==> config.mk <==
export PLATFORM = sky130hd
export DESIGN_NAME = lca_ctrl
export DESIGN_NICKNAME = d
export VERILOG_FILES = /design/src/hw/rtl/lca_pkg.sv /design/src/hw/rtl/lca_ctrl.sv
export SDC_FILE = /design/constraint.sdc
export NUM_CORES = 1
export LEC_CHECK = 0
export ABC_AREA = 1
export CORE_AREA = 2 2 39 41
export DETAILED_ROUTE_END_ITERATION = 8
export DIE_AREA = 0 0 41 43
export DONT_BUFFER_PORTS = 1
export PLACE_DENSITY_LB_ADDON = 0.05
export SYNTH_ARGS = -nofsm -noshare
export SYNTH_HDL_FRONTEND = slang
export SYNTH_SLANG_ARGS = --single-unit
==> constraint.sdc <==
create_clock -name clk -period 0.8 [get_ports clk]
set_clock_uncertainty 0.05 [all_clocks]
set_input_delay 0.04 -clock clk [delete_from_list [all_inputs] [get_ports clk]]
set_output_delay 0.04 -clock clk [all_outputs]
set_load 0.02 [all_outputs]
==> src/hw/rtl/lca_pkg.sv <==
// ----------------------------------------------------------------------------
// lca_pkg
// types, constants and control structs of the leader clustering block
// ----------------------------------------------------------------------------
package lca_pkg;

  localparam int MAX_CENTERS  = 64;
  localparam int DIMS         = 4;
  localparam int COORD_BITS   = 16;
  localparam int IDX_BITS     = $clog2(MAX_CENTERS);
  localparam int CNT_BITS     = $clog2(MAX_CENTERS + 1);
  localparam int RADIUS_BITS  = 16;
  localparam int LIMIT_BITS   = 2 * RADIUS_BITS;
  localparam int SQ_BITS      = 2 * COORD_BITS;
  localparam int SUM_BITS     = SQ_BITS + $clog2(DIMS) + 1;
  localparam int WORD_BITS    = DIMS * COORD_BITS;
  localparam int RADIUS_RESET = 256;

  typedef logic [DIMS-1:0][COORD_BITS-1:0] point_t;

  typedef struct packed {
    logic                          restart;
    logic signed [COORD_BITS-1:0]  coord_0;
    logic signed [COORD_BITS-1:0]  coord_1;
    logic signed [COORD_BITS-1:0]  coord_2;
    logic signed [COORD_BITS-1:0]  coord_3;
  } in_t;

  typedef struct packed {
    logic [IDX_BITS-1:0] cluster_index;
    logic                new_cluster;
    logic                overflow;
  } out_t;

  typedef enum logic [1:0] {
    ST_IDLE,
    ST_SCAN,
    ST_FINISH
  } state_t;

  typedef struct packed {
    logic accept;
    logic issue;
    logic resolve_hit;
    logic resolve_miss;
    logic emit;
  } cmd_t;

  typedef struct packed {
    logic more;
    logic busy;
    logic hit;
    logic out_free;
  } status_t;

endpackage

==> src/hw/rtl/lca_ctrl.sv <==
// ----------------------------------------------------------------------------
// lca_ctrl
// scan controller: accept, issue center reads, resolve, hand off result
// ----------------------------------------------------------------------------
module lca_ctrl (
  input  logic             clk,
  input  logic             rst,
  input  logic             in_valid,
  output logic             in_ready,
  input  lca_pkg::status_t st,
  output lca_pkg::cmd_t    cmd
);

  lca_pkg::state_t state;
  lca_pkg::state_t state_next;

  always_ff @(posedge clk) begin
    if (rst) begin
      state <= lca_pkg::ST_IDLE;
    end else begin
      state <= state_next;
    end
  end

  always_comb begin
    state_next = state;
    unique case (state)
      lca_pkg::ST_IDLE: begin
        if (in_valid) state_next = lca_pkg::ST_SCAN;
      end
      lca_pkg::ST_SCAN: begin
        if (st.hit || (!st.more && !st.busy)) state_next = lca_pkg::ST_FINISH;
      end
      lca_pkg::ST_FINISH: begin
        if (st.out_free) state_next = lca_pkg::ST_IDLE;
      end
      default: state_next = lca_pkg::ST_IDLE;
    endcase
  end

  always_comb begin
    cmd      = '0;
    in_ready = 1'b0;
    unique case (state)
      lca_pkg::ST_IDLE: begin
        in_ready   = 1'b1;
        cmd.accept = in_valid;
      end
      lca_pkg::ST_SCAN: begin
        if (st.hit) begin
          cmd.resolve_hit = 1'b1;
        end else if (!st.more && !st.busy) begin
          cmd.resolve_miss = 1'b1;
        end else begin
          cmd.issue = st.more;
        end
      end
      lca_pkg::ST_FINISH: begin
        cmd.emit = st.out_free;
      end
      default: begin
        cmd = '0;
      end
    endcase
  end

`ifndef NO_ASSERTIONS
  a_hit_finish: assert property (@(posedge clk) disable iff (rst)
    (state == lca_pkg::ST_SCAN && st.hit) |=> state == lca_pkg::ST_FINISH)
    else $error("match not resolved");

  a_emit_idle: assert property (@(posedge clk) disable iff (rst)
    cmd.emit |=> state == lca_pkg::ST_IDLE)
    else $error("no return to idle after result");

  a_one_cmd: assert property (@(posedge clk) disable iff (rst)
    $onehot0({cmd.accept, cmd.issue, cmd.resolve_hit, cmd.resolve_miss, cmd.emit}))
    else $error("conflicting datapath commands");
`endif

endmodule

# ---- Yosys cells after proc, flatten, opt, wreduce, memory -nomap -nowiden
# Index checks and enable logic that the tools add are counted.
dict set report totals {
  register_bits 2
  input_bits 7
  out_inout_bits 6
  elab_cells 25
}
dict set report classes {
  n_eq_ne 5
  mux 13
  n_reduce_logical 6
}
# cell count
set op_table {}
lappend op_table {{2-to-1 mux 1 bit} 8}
lappend op_table {{2-to-1 mux 2 bit} 3}
lappend op_table {{!= test 2 bit (second input constant)} 3}
lappend op_table {{one-hot mux 2 bit (3 select lines)} 1}
lappend op_table {{2-to-1 mux 3 bit} 1}
lappend op_table {{AND reduction 3 bit} 1}
lappend op_table {{equality test 2 x 1 -> 1 bit (second input constant)} 1}
lappend op_table {{equality test 2 bit (second input constant)} 1}
lappend op_table {{logical NOT 1 bit} 2}
lappend op_table {{logical NOT 2 bit} 1}
lappend op_table {{logical AND 1 bit} 1}
lappend op_table {{logical OR 1 bit} 1}

# ---- Depth between registers and ports, before layout
dict set report logic_depth {
  depth_word 5
  depth_mapped 5
  ltp_nobuf 5
}

# ---- Worst setup path before layout
# No wires, ideal clock.
dict set report synth_path {
  path_kind {reg2out}
  startpoint {register state[0]}
  endpoint {output cmd[1] in the netlist's numbering}
  arrival_time_ps 1005
  t_required_ps 710
  path_slack_ps -295
  path_stages_with_launch 5
  n_path_buf 0
  cell_sequence {dfxtp_1 > inv_1 > nor2_2 > inv_2 > nor3_1}
}
# item line_no
set synth_lines {}
lappend synth_lines {{start: declaration} lca_ctrl.sv:14} ;# lca_pkg::state_t state;
lappend synth_lines {{start signal: assignment} lca_ctrl.sv:19} ;# state <= lca_pkg::ST_IDLE;
lappend synth_lines {{start signal: assignment} lca_ctrl.sv:21} ;# state <= state_next;
lappend synth_lines {{end: declaration} lca_ctrl.sv:11} ;# output lca_pkg::cmd_t cmd

==> summary.md <==
| Metric | Value |
|---|---|
| Antenna Nets Post-Route | `0` |
| Peak VDD IR | `roughly 0.48 mV` |
| Die ar. | `0.00176 mm²` |
| Crit. End Element | `primary output` |
| Ys Warns | `0` |
| Worst Tran Pin Value | `approximately 0.27 ns` |
| TritonCTS Buffers | `3` |
| Max-Cap Viols | `0` |
| CTS tree | `done` |
| I/O pins | `13` |
| Yosys cell types | `10` |
| Fin nets | `43` |
| Min-Delay Path Class | `input pin to flip-flop` |
| EDFF count, synth | `0` |
| Area grow syn2layout | `114%` |
| Buffers and inverters on the worst path | `2` |
| Largest register FFs | `2` |
| Slew Viols, Final | `0` |
| Synth async-reset ratio | `0` |
| Tmin final | `1.10 ns` |
| F_max | `907 MHz` |
| Most frequent cell after synthesis | `inv_1` |
| Post-route DRC | `0` |
| Share of layout cells above drive strength 1 | `0.676` |
| Worst setup SP type | `flip-flop` |
| PwrDens | `1510 mW/mm²` |
| Avg Synthesized Cell Area | `5.63 µm²` |
| Remaining Overflow, GRT | `0` |
| Area leader, netlist | `dfxtp_1` |
| R2R Setup Slk | `-0.20 ns` |
| WL/cell | `8.22 µm` |
| Share of power burned in registers | `0.243` |
| Clk_lat worst skew | `0.22 ns` |
| Leak | `0.142 nW` |
| Sequential cell area fraction in the yosys report | `0.274` |
| Status | `finished, violations left` |
| Post-Synthesis Cells | `26` |
| Sw power | `0.000142 W` |
| Yosys reg bits | `2` |
| Biggest register | `state` |
| CP peak stage delay | `0.35 ns` |
| Fin crit share | `1.38` |
| Area of the multi-input gates | `146 µm²` |
| Cell-by-cell trace of the critical path | `inv_2, nor2_4, inv_4, nor3_4` |
| Largest net degree at the start of global routing | `4` |
| Clock root cell | `clkbuf_4` |
| Initial core utilization | `0.106` |
| Final WL | `411 µm` |
| Top cell type's share of synthesized area | `0.274` |
| Hold Fails Final Rpt | `0` |
| Biggest regs | `state: 2 flops` |
| Final Util | `0.226` |
| Port buffer count | `0` |
| DRT Pass-1 Iters | `1` |
| Violated checks | `negative setup slack` |
| Post-Route Setup TNS | `-1.68 ns` |
| Worst Slack Setup Final | `-0.302 ns` |
| Logic gate share of total power | `0.307` |
| Synth area leaders | `dfxtp_1 (27%), inv_1 (18%), nand2_1 (13%)` |
| Sw frac | `0.301` |
| Internal power | `0.000330 W` |
| Critical path data arrival time | `1.01 ns` |
| Worst endpoint required time | `0.71 ns` |
| Top FF cell, synth | `dfxtp_1` |
| Ant. Diodes | `0` |
| Clock sink count | `2` |
| Die X | `41 µm` |
| Drt initial violations | `0` |
| All-layer global routing usage | `0.0552` |
| Core Box Area | `0.00138 mm²` |
| H-tree levels | `1` |
| FF+latch area | `45.0 µm²` |
| # fillers | `166` |
| Crit Path Max Fanout | `3` |
| First-pass GRT wire length | `655 µm` |
| Via density | `3.70` |
| DIE HEIGHT | `43 µm` |
| Initial antenna violation count | `0` |
| Clock power frac | `0.449` |
| Max clock buf depth | `2` |
| Synth Net Count | `33` |
| Top post-synthesis cells by count | `inv_1 (7), nand2_1 (5), nor2_1 (4)` |
| Final setup fails | `8` |
| Vias in the first global route | `~170` |
| Synth Cell Area | `146 µm²` |
| Setup CP Type | `flip-flop to primary output` |
| Via count | `~190` |
| Final HPWL DP | `approximately 350 µm` |
| GPL Wtd Cong | `roughly 0.53` |
| Core Rows | `14` |
| Delay-heaviest family, CP | `flip-flops` |
| CP max stage cell | `dfxtp_2` |
| Relative slew margins | `0.821` |
| CTS clk-pin slew, worst paths | `0.03 ns` |
| RSZ-0062 raised after global routing | `true` |
[stage by stage]
| step | area [µm²] | instances | total power [W] | hold slack [ns] | setup slack [ns] |
|---|---|---|---|---|---|
| 2_1_floorplan | 186 | 26 | 0.000197 | 0.0451 | -0.119 |
| 3_3_place_gp | 214 | 43 | 0.000215 | 0.0466 | -0.159 |
| 3_5_place_dp | 214 | 43 | 0.000216 | 0.0478 | -0.151 |
| 4_1_cts | 303 | 49 | 0.000482 | -0.0785 | -0.325 |
| 5_1_grt | 313 | 50 | 0.000506 | 0.00654 | -0.356 |
| 6_report | 313 | 50 | 0.000473 | 0.00335 | -0.302 |
[per-layer routing]
layer	vias up	part of all wire	track usage
met4	0	0	0.0200
met2	9	0.55	0.0844
met3	0	0.083	0.0209
met1	82	0.36	0.0673
met5	-	0	0
li1	94	-	-
[final cells by class]
| class | count | share of cell area |
|---|---|---|
| multi-input combinational | 16 | 0.468 |
| sequential | 2 | 0.144 |
| tap | 16 | 0.0640 |
| timing repair buffer | 5 | 0.140 |
| clock buffer | 3 | 0.0720 |
| inverter | 8 | 0.112 |
[power groups by stage]
| stage | Combinational [W] | Clock [W] | Sequential [W] |
|---|---|---|---|
| 6_report | 0.000145 | 0.000212 | 0.000115 |
| 5_1_grt | 0.000160 | 0.000231 | 0.000116 |
| 4_1_cts | 0.000141 | 0.000225 | 0.000116 |
| 3_5_place_dp | 0.0000991 | 0 | 0.000117 |
| 3_3_place_gp | 0.0000985 | 0 | 0.000117 |
| 2_1_floorplan | 0.0000820 | 0 | 0.000115 |
[what timing repair did]
| action | 4_1_cts | 5_1_grt |
|---|---|---|
| buffers inserted | 2 | 1 |
| gates resized for setup | 12 | 1 |
| hold buffers | 1 | 0 |
| endpoints found under the hold margin | 2 | 0 |
| endpoints found under the setup margin | 8 | 8 |
| pin swaps | 3 | 2 |
[kinds of logic (layout without fill, tap and decap cells)]
group | count (synthesis) | after routing | synth area share
compound gates | 2 | 2 | 0.103
buf+inv | 8 | 16 | 0.205
flops | 2 | 2 | 0.274
simple gates | 14 | 14 | 0.419
[worst register-to-register path: cells and delay by family (launching register included)]
family / cells / cell delay (ns)
compound gates: 1 / 0.15
buf+inv: 2 / 0.18
flops: 1 / 0.35
simple gates: 3 / 0.16
[cells in the final DEF, fill, tap and decap left out]
cell,synthesis,final
inv_4,0,2
inv_1,7,5
nand2_1,5,3
dfxtp_4,0,1
a31oi_1,1,1
nor2_2,2,1
buf_6,0,1
dfxtp_2,0,1
nor2_4,0,4
clkbuf_4,0,3
nand3_2,0,1
nor3_4,0,2
buf_4,0,3
a21oi_2,1,1
nor2_1,4,1
nand2_4,0,2
dlygate4sd3_1,0,1
inv_2,1,1
[path summary, 6_finish.rpt]
kind / cells past startpoint / to / from
worst min register to register: 4 / state[0] / state[0]
worst min-delay path: 3 / state[0] / in_valid
worst max register to register: 6 / state[1] / state[0]
worst max-delay path: 4 / cmd[3] / state[0]
Power figures use the tool's default switching activity.
